--- src/hw/rtl/clws_pkg.sv ---
// Shared definitions for the character-LCD write sequencer.
// Holds request codes, fixed LCD bytes and field widths.
// No dependencies.
package clws_pkg;

  // Field widths
  localparam int OPCODE_W = 3;
  localparam int BYTE_W   = 8;
  localparam int COLUMN_W = 6;
  localparam int NUMBER_W = 16;
  localparam int SLOT_W   = 3;
  localparam int PATTERN_W = 64;

  // Decimal conversion: five BCD digits cover a 16-bit value.
  localparam int DIGITS   = 5;
  localparam int BCD_W    = 4 * DIGITS;
  localparam int BITCNT_W = $clog2(NUMBER_W);
  localparam int DIGCNT_W = $clog2(DIGITS + 1);

  // Request codes
  localparam logic [OPCODE_W-1:0] OP_INIT    = 3'd0;
  localparam logic [OPCODE_W-1:0] OP_DATA    = 3'd1;
  localparam logic [OPCODE_W-1:0] OP_CMD     = 3'd2;
  localparam logic [OPCODE_W-1:0] OP_POS     = 3'd3;
  localparam logic [OPCODE_W-1:0] OP_NUMBER  = 3'd4;
  localparam logic [OPCODE_W-1:0] OP_SPECIAL = 3'd5;

  // Fixed LCD bytes
  localparam logic [BYTE_W-1:0] LCD_FUNC_SET   = 8'b0011_1000;
  localparam logic [BYTE_W-1:0] LCD_DISP_ON    = 8'b0000_1100;
  localparam logic [BYTE_W-1:0] LCD_CLEAR      = 8'b0000_0001;
  localparam logic [3:0]        ASCII_DIGIT_HI = 4'h3;

  // Register-select codes
  localparam logic RS_CMD  = 1'b0;
  localparam logic RS_DATA = 1'b1;

  // Steps of the special-character run
  localparam logic [3:0] SP_CGRAM   = 4'd0;
  localparam logic [3:0] SP_ROW_END = 4'd8;
  localparam logic [3:0] SP_POS     = 4'd9;
  localparam logic [3:0] SP_SLOT    = 4'd10;

endpackage

--- src/hw/rtl/clws_bin2bcd.sv ---
// Bit-serial binary to BCD converter (shift and add three).
// One input bit per cycle. Uses clws_pkg.
module clws_bin2bcd (
  input  logic                          clk,
  input  logic                          rst_n,
  input  logic                          start,
  input  logic [clws_pkg::NUMBER_W-1:0] value,
  output logic                          done,
  output logic [clws_pkg::BCD_W-1:0]    bcd
);
  import clws_pkg::*;

  logic [NUMBER_W-1:0] bin_r, bin_nxt;
  logic [BCD_W-1:0]    bcd_r, bcd_nxt;
  logic [BITCNT_W-1:0] cnt_r, cnt_nxt;
  logic                run_r, run_nxt;
  logic                done_r, done_nxt;
  logic [BCD_W-1:0]    bcd_adj;

  // Add three to every digit of five or more before the shift.
  always_comb begin
    for (int d = 0; d < DIGITS; d++) begin
      if (bcd_r[4*d +: 4] >= 4'd5) begin
        bcd_adj[4*d +: 4] = bcd_r[4*d +: 4] + 4'd3;
      end else begin
        bcd_adj[4*d +: 4] = bcd_r[4*d +: 4];
      end
    end
  end

  // One bit of the binary value moves into the BCD word each cycle.
  always_comb begin
    bin_nxt  = bin_r;
    bcd_nxt  = bcd_r;
    cnt_nxt  = cnt_r;
    run_nxt  = run_r;
    done_nxt = 1'b0;
    if (start) begin
      bin_nxt = value;
      bcd_nxt = '0;
      cnt_nxt = '0;
      run_nxt = 1'b1;
    end else if (run_r) begin
      bcd_nxt = {bcd_adj[BCD_W-2:0], bin_r[NUMBER_W-1]};
      bin_nxt = {bin_r[NUMBER_W-2:0], 1'b0};
      cnt_nxt = cnt_r + 1'b1;
      if (cnt_r == BITCNT_W'(NUMBER_W - 1)) begin
        run_nxt  = 1'b0;
        done_nxt = 1'b1;
      end
    end
  end

  always_ff @(posedge clk) begin
    if (!rst_n) begin
      run_r  <= 1'b0;
      done_r <= 1'b0;
      cnt_r  <= '0;
    end else begin
      run_r  <= run_nxt;
      done_r <= done_nxt;
      cnt_r  <= cnt_nxt;
    end
    bin_r <= bin_nxt;
    bcd_r <= bcd_nxt;
  end

  assign done = done_r;
  assign bcd  = bcd_r;

endmodule

--- src/hw/rtl/char_lcd_write_sequencer.sv ---
// Top level of the character-LCD write sequencer.
// Expands one display request into a run of bus writes. Uses clws_pkg, clws_bin2bcd.
//
//   channel  | ports                                   | handshake
//   ---------+-----------------------------------------+------------------------
//   request  | in_opcode .. in_pattern_rows            | start high, busy low
//   write    | out_reg_select, out_bus_byte, out_last  | out_valid, one cycle
//
// Writes leave one per cycle from an output register while emitting, but a
// number's leading zeros give none. Init gives three writes, data, command
// and position one, special character eleven. A number first waits for the
// bit-serial BCD converter to shift in every bit, then steps through its digits.
// Unused opcodes are taken and give no write.
// Reset is synchronous and active low; the receiver cannot stall the block.
module char_lcd_write_sequencer (
  input  logic                           clk,
  input  logic                           rst_n,
  input  logic                           start,
  output logic                           busy,
  input  logic [clws_pkg::OPCODE_W-1:0]  in_opcode,
  input  logic [clws_pkg::BYTE_W-1:0]    in_byte_value,
  input  logic                           in_row,
  input  logic [clws_pkg::COLUMN_W-1:0]  in_column,
  input  logic [clws_pkg::NUMBER_W-1:0]  in_number,
  input  logic [clws_pkg::SLOT_W-1:0]    in_char_slot,
  input  logic [clws_pkg::PATTERN_W-1:0] in_pattern_rows,
  output logic                           out_valid,
  output logic                           out_reg_select,
  output logic [clws_pkg::BYTE_W-1:0]    out_bus_byte,
  output logic                           out_last
);
  import clws_pkg::*;

  localparam logic [1:0] ST_IDLE = 2'd0;
  localparam logic [1:0] ST_CONV = 2'd1;
  localparam logic [1:0] ST_EMIT = 2'd2;

  logic [1:0]          state_r, state_nxt;
  logic [OPCODE_W-1:0] op_r, op_nxt;
  logic [3:0]          step_r, step_nxt;
  logic [DIGCNT_W-1:0] rem_r, rem_nxt;
  logic [PATTERN_W-1:0] pat_r, pat_nxt;
  logic [SLOT_W-1:0]   slot_r, slot_nxt;
  logic [BYTE_W-1:0]   pos_r, pos_nxt;
  logic [BYTE_W-1:0]   byte_r, byte_nxt;
  logic [BCD_W-1:0]    bcd_r, bcd_nxt;

  logic                valid_r, valid_nxt;
  logic                rs_r, rs_nxt;
  logic [BYTE_W-1:0]   bus_r, bus_nxt;
  logic                last_r, last_nxt;

  logic                accept;
  logic                conv_start;
  logic                conv_done;
  logic [BCD_W-1:0]    conv_bcd;

  assign busy       = (state_r != ST_IDLE);
  assign accept     = start && !busy;
  assign conv_start = accept && (in_opcode == OP_NUMBER);

  clws_bin2bcd u_bin2bcd (
    .clk   (clk),
    .rst_n (rst_n),
    .start (conv_start),
    .value (in_number),
    .done  (conv_done),
    .bcd   (conv_bcd)
  );

  // Sequencer: one bus write per cycle while emitting, but none for a leading zero.
  always_comb begin
    state_nxt = state_r;
    op_nxt    = op_r;
    step_nxt  = step_r;
    rem_nxt   = rem_r;
    pat_nxt   = pat_r;
    slot_nxt  = slot_r;
    pos_nxt   = pos_r;
    byte_nxt  = byte_r;
    bcd_nxt   = bcd_r;
    valid_nxt = 1'b0;
    rs_nxt    = rs_r;
    bus_nxt   = bus_r;
    last_nxt  = 1'b0;

    unique case (state_r)
      ST_IDLE: begin
        if (accept) begin
          op_nxt   = in_opcode;
          step_nxt = '0;
          pat_nxt  = in_pattern_rows;
          slot_nxt = in_char_slot;
          byte_nxt = in_byte_value;
          // Column is below 64, so the position command is a concatenation.
          pos_nxt  = {1'b1, in_row, in_column};
          if (in_opcode == OP_NUMBER) begin
            state_nxt = ST_CONV;
          end else if (in_opcode <= OP_SPECIAL) begin
            state_nxt = ST_EMIT;
          end
        end
      end

      ST_CONV: begin
        if (conv_done) begin
          bcd_nxt   = conv_bcd;
          rem_nxt   = DIGCNT_W'(DIGITS);
          state_nxt = ST_EMIT;
        end
      end

      ST_EMIT: begin
        step_nxt = step_r + 4'd1;
        unique case (op_r)
          OP_INIT: begin
            valid_nxt = 1'b1;
            rs_nxt    = RS_CMD;
            if (step_r == 4'd0) begin
              bus_nxt = LCD_FUNC_SET;
            end else if (step_r == 4'd1) begin
              bus_nxt = LCD_DISP_ON;
            end else begin
              bus_nxt  = LCD_CLEAR;
              last_nxt = 1'b1;
            end
          end
          OP_DATA: begin
            valid_nxt = 1'b1;
            rs_nxt    = RS_DATA;
            bus_nxt   = byte_r;
            last_nxt  = 1'b1;
          end
          OP_CMD: begin
            valid_nxt = 1'b1;
            rs_nxt    = RS_CMD;
            bus_nxt   = byte_r;
            last_nxt  = 1'b1;
          end
          OP_POS: begin
            valid_nxt = 1'b1;
            rs_nxt    = RS_CMD;
            bus_nxt   = pos_r;
            last_nxt  = 1'b1;
          end
          OP_NUMBER: begin
            // Leading zeros are shifted out without a write; the last digit stays.
            bcd_nxt = {bcd_r[BCD_W-5:0], 4'h0};
            rem_nxt = rem_r - 1'b1;
            if (bcd_r[BCD_W-1 -: 4] != 4'h0 || rem_r == DIGCNT_W'(1) || step_r[3]) begin
              valid_nxt = 1'b1;
              rs_nxt    = RS_DATA;
              bus_nxt   = {ASCII_DIGIT_HI, bcd_r[BCD_W-1 -: 4]};
              last_nxt  = (rem_r == DIGCNT_W'(1));
              // Once a digit is written, every later digit is written too.
              step_nxt  = 4'd8;
            end
          end
          OP_SPECIAL: begin
            valid_nxt = 1'b1;
            if (step_r == SP_CGRAM) begin
              rs_nxt  = RS_CMD;
              bus_nxt = {2'b01, slot_r, 3'b000};
            end else if (step_r <= SP_ROW_END) begin
              rs_nxt  = RS_DATA;
              bus_nxt = pat_r[BYTE_W-1:0];
              pat_nxt = {{BYTE_W{1'b0}}, pat_r[PATTERN_W-1:BYTE_W]};
            end else if (step_r == SP_POS) begin
              rs_nxt  = RS_CMD;
              bus_nxt = pos_r;
            end else begin
              rs_nxt   = RS_DATA;
              bus_nxt  = {{(BYTE_W-SLOT_W){1'b0}}, slot_r};
              last_nxt = 1'b1;
            end
          end
          default: begin
            valid_nxt = 1'b0;
            last_nxt  = 1'b1;
          end
        endcase
        if (last_nxt) begin
          state_nxt = ST_IDLE;
        end
      end

      default: begin
        state_nxt = ST_IDLE;
      end
    endcase
  end

  // Control state is reset; payload registers are not.
  always_ff @(posedge clk) begin
    if (!rst_n) begin
      state_r <= ST_IDLE;
      valid_r <= 1'b0;
    end else begin
      state_r <= state_nxt;
      valid_r <= valid_nxt;
    end
    op_r   <= op_nxt;
    step_r <= step_nxt;
    rem_r  <= rem_nxt;
    pat_r  <= pat_nxt;
    slot_r <= slot_nxt;
    pos_r  <= pos_nxt;
    byte_r <= byte_nxt;
    bcd_r  <= bcd_nxt;
    rs_r   <= rs_nxt;
    bus_r  <= bus_nxt;
    last_r <= last_nxt;
  end

  assign out_valid      = valid_r;
  assign out_reg_select = rs_r;
  assign out_bus_byte   = bus_r;
  assign out_last       = last_r && valid_r;

  // A write only follows a cycle in which a request was in progress.
  a_valid_after_busy: assert property (@(posedge clk) disable iff (!rst_n)
    out_valid |-> $past(busy))
    else $error("write issued without a request in progress");

  // The final write of a request leaves the block free for the next one.
  a_idle_after_last: assert property (@(posedge clk) disable iff (!rst_n)
    (out_valid && out_last) |-> !busy)
    else $error("block still busy after final write");

  // The converter only finishes while the sequencer waits for it.
  a_conv_done_state: assert property (@(posedge clk) disable iff (!rst_n)
    conv_done |-> (state_r == ST_CONV))
    else $error("conversion finished outside the conversion wait");

  // Nothing is written while a conversion is running.
  a_quiet_in_conv: assert property (@(posedge clk) disable iff (!rst_n)
    (state_r == ST_CONV) |=> !out_valid)
    else $error("write issued during conversion");

endmodule

--- config.mk ---
export PLATFORM = sky130hd
export DESIGN_NAME = char_lcd_write_sequencer
export DESIGN_NICKNAME = d
export VERILOG_FILES = /design/src/hw/rtl/clws_pkg.sv /design/src/hw/rtl/clws_bin2bcd.sv /design/src/hw/rtl/char_lcd_write_sequencer.sv
export SDC_FILE = /design/constraint.sdc
export NUM_CORES = 1
export LEC_CHECK = 0
export ABC_AREA = 1
export BUFFER_PORTS_ARGS = -buffer_cell sky130_fd_sc_hd__buf_2
export CAP_MARGIN = 25
export CORE_UTILIZATION = 40
export CTS_CLUSTER_DIAMETER = 120
export DETAILED_ROUTE_END_ITERATION = 12
export REMOVE_ABC_BUFFERS = 1
export SLEW_MARGIN = 10
export SYNTH_ARGS = -nofsm -noshare
export SYNTH_HDL_FRONTEND = slang
export SYNTH_SLANG_ARGS = --single-unit
--- constraint.sdc ---
create_clock -name clk -period 13.2 [get_ports clk]
set_input_delay 1.32 -clock clk [delete_from_list [all_inputs] [get_ports clk]]
set_output_delay 1.32 -clock clk [all_outputs]
set_load 0.01 [all_outputs]
After elaboration in Yosys (flattened, before gate mapping)
Index checks and enable logic that the tools add are counted.

cells by class
  muxes and demuxes = 53
  bitwise logic cells = 2
  divide/modulo/power cells = 0
  reductions and logical operators = 29
  equal/unequal tests = 21
  multiply operators = 0
  shift operators = 0
  order comparisons = 7
  add/subtract/negate cells = 8

operators with widths
  operator                                             count
  2-to-1 mux 64 bit                                    4
  one-hot mux 64 bit (2 select lines)                  1
  2-to-1 mux 20 bit                                    2
  one-hot mux 20 bit (2 select lines)                  1
  one-hot mux 8 bit (5 select lines)                   1
  2-to-1 mux 16 bit                                    2
  2-to-1 mux 4 bit                                     8
  2-to-1 mux 8 bit                                     4
  >= comparator 4 x 3 -> 1 bit, second input constant  5
  adder 4 x 2 -> 4 bit, second input constant          4
  2-to-1 mux 1 bit                                     15
  2-to-1 mux 2 bit                                     5
  != test 2 bit, second input constant                 5
  equality test 3 bit, second input constant           3
  2-to-1 mux 3 bit                                     3
  AND reduction 3 bit                                  3
  adder 4 x 1 -> 4 bit, second input constant          2
  equality test 4 bit, second input constant           2
  one-hot mux 4 bit (2 select lines)                   1
  nonzero test 2 bit                                   4
  nonzero test 4 bit                                   2
  equality test 3 x 1 -> 1 bit, second input constant  2
  equality test 3 x 2 -> 1 bit, second input constant  2
  2-to-1 mux 6 bit                                     1
  28 further kinds                                     38

storage, ports and cells
  word-level logic and storage cells = 138
  input port bits = 104
  bits in read-only memories = 0
  memories = 0
  output and inout bits = 12
  bits in writable memories = 0
  bits in registers = 167
  bits in latches = 0

Longest topological paths before layout
  depth after elaboration = 8
  gate-level depth with buffers = 9
  gate-level depth less buffers = 9

Modules after synthesis
Synthesis repeated with hierarchy kept, for this count alone.

unflattened totals
  cell total of the unflattened synthesis = 817
  area, all modules = 7,696.1 um^2

by module, submodules not included
  module                    area an instance (um^2)  times used  cells each
  char_lcd_write_sequencer  5,586.6                  1           557
  clws_bin2bcd              2,109.5                  1           260

Least setup slack after synthesis
OpenSTA, ideal clock, no wires.

  path kind = flip-flop to flip-flop
  start = register step_r[0]
  end = register pat_r[0] (enable)
  library setup time = 0.581 ns
  setup slack = 6.881 ns
  arrival time = 5.737 ns
  stages on the path, launching flop included = 6
  required time = 12.619 ns
  cell sequence = edfxtp_1 inv_1 ha_1 nand2_1 nand2_1 o31ai_1

between the ends
  cells in the longest elaborated chain, start to end = 3
  elaborated cells on any way between the ends = 5

RTL lines
  item                                                    line                                                              text
  start: declaration                                      char_lcd_write_sequencer.sv:40                                    logic [3:0] step_r, step_nxt;
  start signal: assignment                                char_lcd_write_sequencer.sv:203                                   step_r <= step_nxt;
  <= comparator 4 bit or zero test 4 bit (tied branches)  char_lcd_write_sequencer.sv:164, char_lcd_write_sequencer.sv:161
  != test 2 bit (no source line)                          n/a
  AND reduction 5 bit (no source line) *                  n/a
  end signal: assignment                                  char_lcd_write_sequencer.sv:205                                   pat_r <= pat_nxt;
  end: declaration                                        char_lcd_write_sequencer.sv:42                                    logic [PATTERN_W-1:0] pat_r, pat_nxt;

Mark *: on every way between the ends. The rest lies on a longest branch, timed or not.
A chain may end at the register's enable or synchronous reset.

Final worst setup path
  start = input port in_opcode[1] (netlist bit)
  end = register u_bin2bcd.bin_r[0] (enable)

between the ends
  cells in the longest elaborated chain, start to end = 3

RTL lines
  item                                 line                            text
  start: declaration                   char_lcd_write_sequencer.sv:20  input logic [clws_pkg::OPCODE_W-1:0] in_opcode,
  equality test 3 bit                  char_lcd_write_sequencer.sv:60  assign conv_start = accept && (in_opcode == OP_NUMBER);
  logical AND 1 bit                    char_lcd_write_sequencer.sv:60
  nonzero test 2 bit (no source line)  n/a
  end signal: assignment               clws_bin2bcd.sv:64              bin_r <= bin_nxt;
  end: declaration                     clws_bin2bcd.sv:13              logic [NUMBER_W-1:0] bin_r, bin_nxt;

Every way passes these cells.

==> run metrics <==
final hold viol count 0; leakage power 3.88 nW; top-count cell post-synth nand2_1; CTS buffer count 17; Rows 49; cell accounting for the most synthesized area edfxtp_1; clock latency on the worst-skew pair 430 ps; die width 139 um; via/cell ratio 4.71; status finished, violations left; compound-gate portion of the synthesized area 7.40%; die area 0.0192 mm2; number of global-route vias before repair 4933; # nets final 991; final setup vio count 0; Tightest Pin Transition 1020 ps; DRT Pass-1 Iters 10; area grow syn2layout 18.2%; Root Buffer Master clkbuf_16; average routed wire per standard cell 12.7 um; Syn Inst Count 757; crit path kind in -> reg; Ant. Diodes 0; reg-to-reg slack, setup 10660 ps; Post-synth EDFFs 137; min Tclk post-route 2650 ps; PD cells 145 mW/mm2; Setup crit start kind input pin; reg2reg end pat_r[27]; remaining global-route overflow 0; Synth cell types 36; Pwr Total 0.00128 W; WP data arrival 2710 ps; max cap viols 0; Comb power frac 12.0%; clock skew 10.2 ps; fillers 1706; Reg-to-Reg Start op_r[1]; synthesized area 0.00747 mm2; synth top area cells edfxtp_1 (55%), nand2_1 (15%), dfxtp_1 (8.0%); port bufs 115; P_sw 0.000328 W; HPWL after DPL 9280 um; Post-DRT Antenna Nets 0; clock share of power 37.1%; sequential-to-total area share from yosys stat 63.1%; initial cell density of the core 41.2%; syn avg cell area 9.87 um2; pin count of the biggest net entering global routing 106; top-area cell type share of the netlist area 55.1%; Critical Path Fanout Max 31; Max Buffers Root-to-Sink 2; Hold Crit Start u_bin2bcd.bcd[11]; adder-cell area share of the yosys netlist 2.68%; Hold Crit Depth 2; Syn. warnings 0; H-tree Lvls 4; largest family of logic cells by synthesized area simple AND/OR/NAND/NOR gates; DRT iter0 DRCs 304; CTS tree done; overall routing resource usage 15.5%; crit share post-route 20.1%; Worst Setup End Kind register; sequential power share 50.9%; Hold Path End u_bin2bcd.bcd[11]; Crit path largest cell delay 560 ps; Most used DFF post-synth edfxtp_1; Switching Share 25.7%; CP max-delay cell nand2_2; cts hold-fix bufs 0; share of post-route cells with drive strength above 1 18.7%; Data required, critical path 13260 ps; mux contribution to synthesized area 0%; routed via count 5239; Max Freq 377 MHz; Die Y 139 um; Peak VDD IR 0.0000770 V; core area 0.0181 mm2; Post-Synth XOR/XNOR Area 1.52%; Clock Pin Slew Worst Setup and Hold Paths 70 ps; # clock sinks 167; top cells by count, synth nand2_1 (294), edfxtp_1 (137), inv_1 (71); fin util 48.7%; final max-slew violation count 0; initial antenna violation count 1; failing checks DRC; Worst Reg2Reg Path Length in Cells 6; GP Congestion 0.870; DRC Markers 7; worst min-delay path category reg -> reg; Max transition margin 31.9%; simple-gate share of the synthesized area 19.8%; worst path cell trace buf_2 -> nor2_1 -> nand2_1 -> nor2_8 -> inv_4 -> nand2_2; synthesis-stage register bit count 167; ys async rst share 0%; Fin Setup TNS 0 ps; RSZ-0062 raised after global routing no; Resized Gates After CTS 0; postcts setup bufs 0; Cell Int Power 0.000949 W; Total Wirelength 14100 um; global-route wire length before repair 23600 um; # IOs 116
-- layer usage --
metal	vias up	part of all wire, %	track usage (%)
li1	2734	-	-
met2	93	47	25.8
met3	18	4.5	4.59
met1	2392	47	19.0
met5	-	0.071	0
met4	2	1.4	5.73
-- worst max path at each step --
stage / startpoint / endpoint / slack [ps] / cells past startpoint
5_1_grt: in_opcode[1] / u_bin2bcd.bin_r[1] / 10390 / 6
3_5_place_dp: in_opcode[1] / u_bin2bcd.bin_r[0] / 10080 / 6
3_3_place_gp: in_opcode[1] / u_bin2bcd.bin_r[13] / 10080 / 6
4_1_cts: in_opcode[1] / u_bin2bcd.bin_r[0] / 10540 / 6
2_1_floorplan: state_r[1] / pat_r[0] / 4350 / 4
6_report: in_opcode[1] / u_bin2bcd.bin_r[0] / 10550 / 6
-- state kept, by name, indices dropped and copies added, names as in the netlist, 2 cells and up --
name and flops:
op_r 3, state_r 2, slot_r 3, bcd_r 20, step_r 4, pat_r 64, pos_r 7, u_bin2bcd.bcd 20
u_bin2bcd.cnt_r 4, out_bus_byte 8, rem_r 3, u_bin2bcd.bin_r 16, byte_r 8
-- power by group through the flow --
stage	Combinational (W)	Sequential, W	Clock, W
after global placement	0.000154	0.000660	0
after global routing	0.000180	0.000654	0.000507
after floorplan	0.000104	0.000660	0
final	0.000154	0.000649	0.000474
after detailed placement	0.000156	0.000660	0
after CTS	0.000156	0.000649	0.000485
-- layout by cell type (no fill, tap or decap), types with 2 or more instances in the layout --
| master | Yosys | layout |
|---|---|---|
| nand2_1 | 294 | 294 |
| edfxtp_1 | 137 | 137 |
| buf_2 | 6 | 115 |
| inv_1 | 71 | 71 |
| o21ai_0 | 45 | 44 |
| nor2_1 | 33 | 33 |
| dfxtp_1 | 30 | 30 |
| a21oi_1 | 19 | 19 |
| nand3_1 | 18 | 18 |
| clkbuf_16 | 0 | 18 |
| ha_1 | 16 | 16 |
| xor2_1 | 11 | 11 |
| o211ai_1 | 10 | 10 |
| o22ai_1 | 10 | 10 |
| nand4_1 | 6 | 6 |
| nor3_1 | 4 | 4 |
| o21ai_1 | 3 | 3 |
| nand3b_1 | 3 | 3 |
| clkinv_2 | 0 | 3 |
| clkinv_4 | 0 | 3 |
| inv_6 | 0 | 3 |
| buf_4 | 5 | 3 |
| nor2_4 | 1 | 2 |
| a22o_1 | 2 | 2 |
| nor2_2 | 3 | 2 |
| o21ai_2 | 1 | 2 |
| nand2_4 | 2 | 2 |
| inv_4 | 1 | 2 |
| xnor2_1 | 2 | 2 |
| a21oi_2 | 2 | 2 |
| clkbuf_8 | 0 | 2 |
-- per-stage QoR --
| stage | area (um2) | cells | setup WS (ps) | hold slack [ps] |
|---|---|---|---|---|
| 5_1_grt | 8830 | 1113 | 10390 | 520 |
| 6_report | 8830 | 1113 | 10550 | 481 |
| 2_1_floorplan | 7340 | 733 | 4350 | 431 |
| 3_3_place_gp | 8250 | 1080 | 10080 | 447 |
| 4_1_cts | 8830 | 1113 | 10540 | 488 |
| 3_5_place_dp | 8260 | 1081 | 10080 | 470 |
-- cell families (layout without fill, tap and decap cells) --
family / count (synthesis) / in the layout
AND/OR/NAND/NOR: 367 / 367
flip-flops: 167 / 167
AO/OA/AOI/OAI: 97 / 97
buffers and inverters: 97 / 224
adder cells (fa/ha/maj): 16 / 16
XOR/XNOR: 13 / 13
-- critical path, delay by kind of cell --
kind | cells | cell delay (ps)
and+or+nand+nor | 4 | 1070
buffers and inverters | 2 | 310
-- area by class of cell --
cell class | instances | area, um2 | share of cell area (%)
Clock buffer | 21 | 482 | 5.46
Inverter | 73 | 277 | 3.13
Timing Repair Buffer | 119 | 613 | 6.94
Sequential cell | 167 | 4710 | 53.4
Clock inverter | 11 | 85.1 | 0.964
Multi-Input combinational cell | 493 | 2370 | 26.9
Tap cell | 229 | 287 | 3.25
Note: power is estimated with default switching activity, not from simulation.
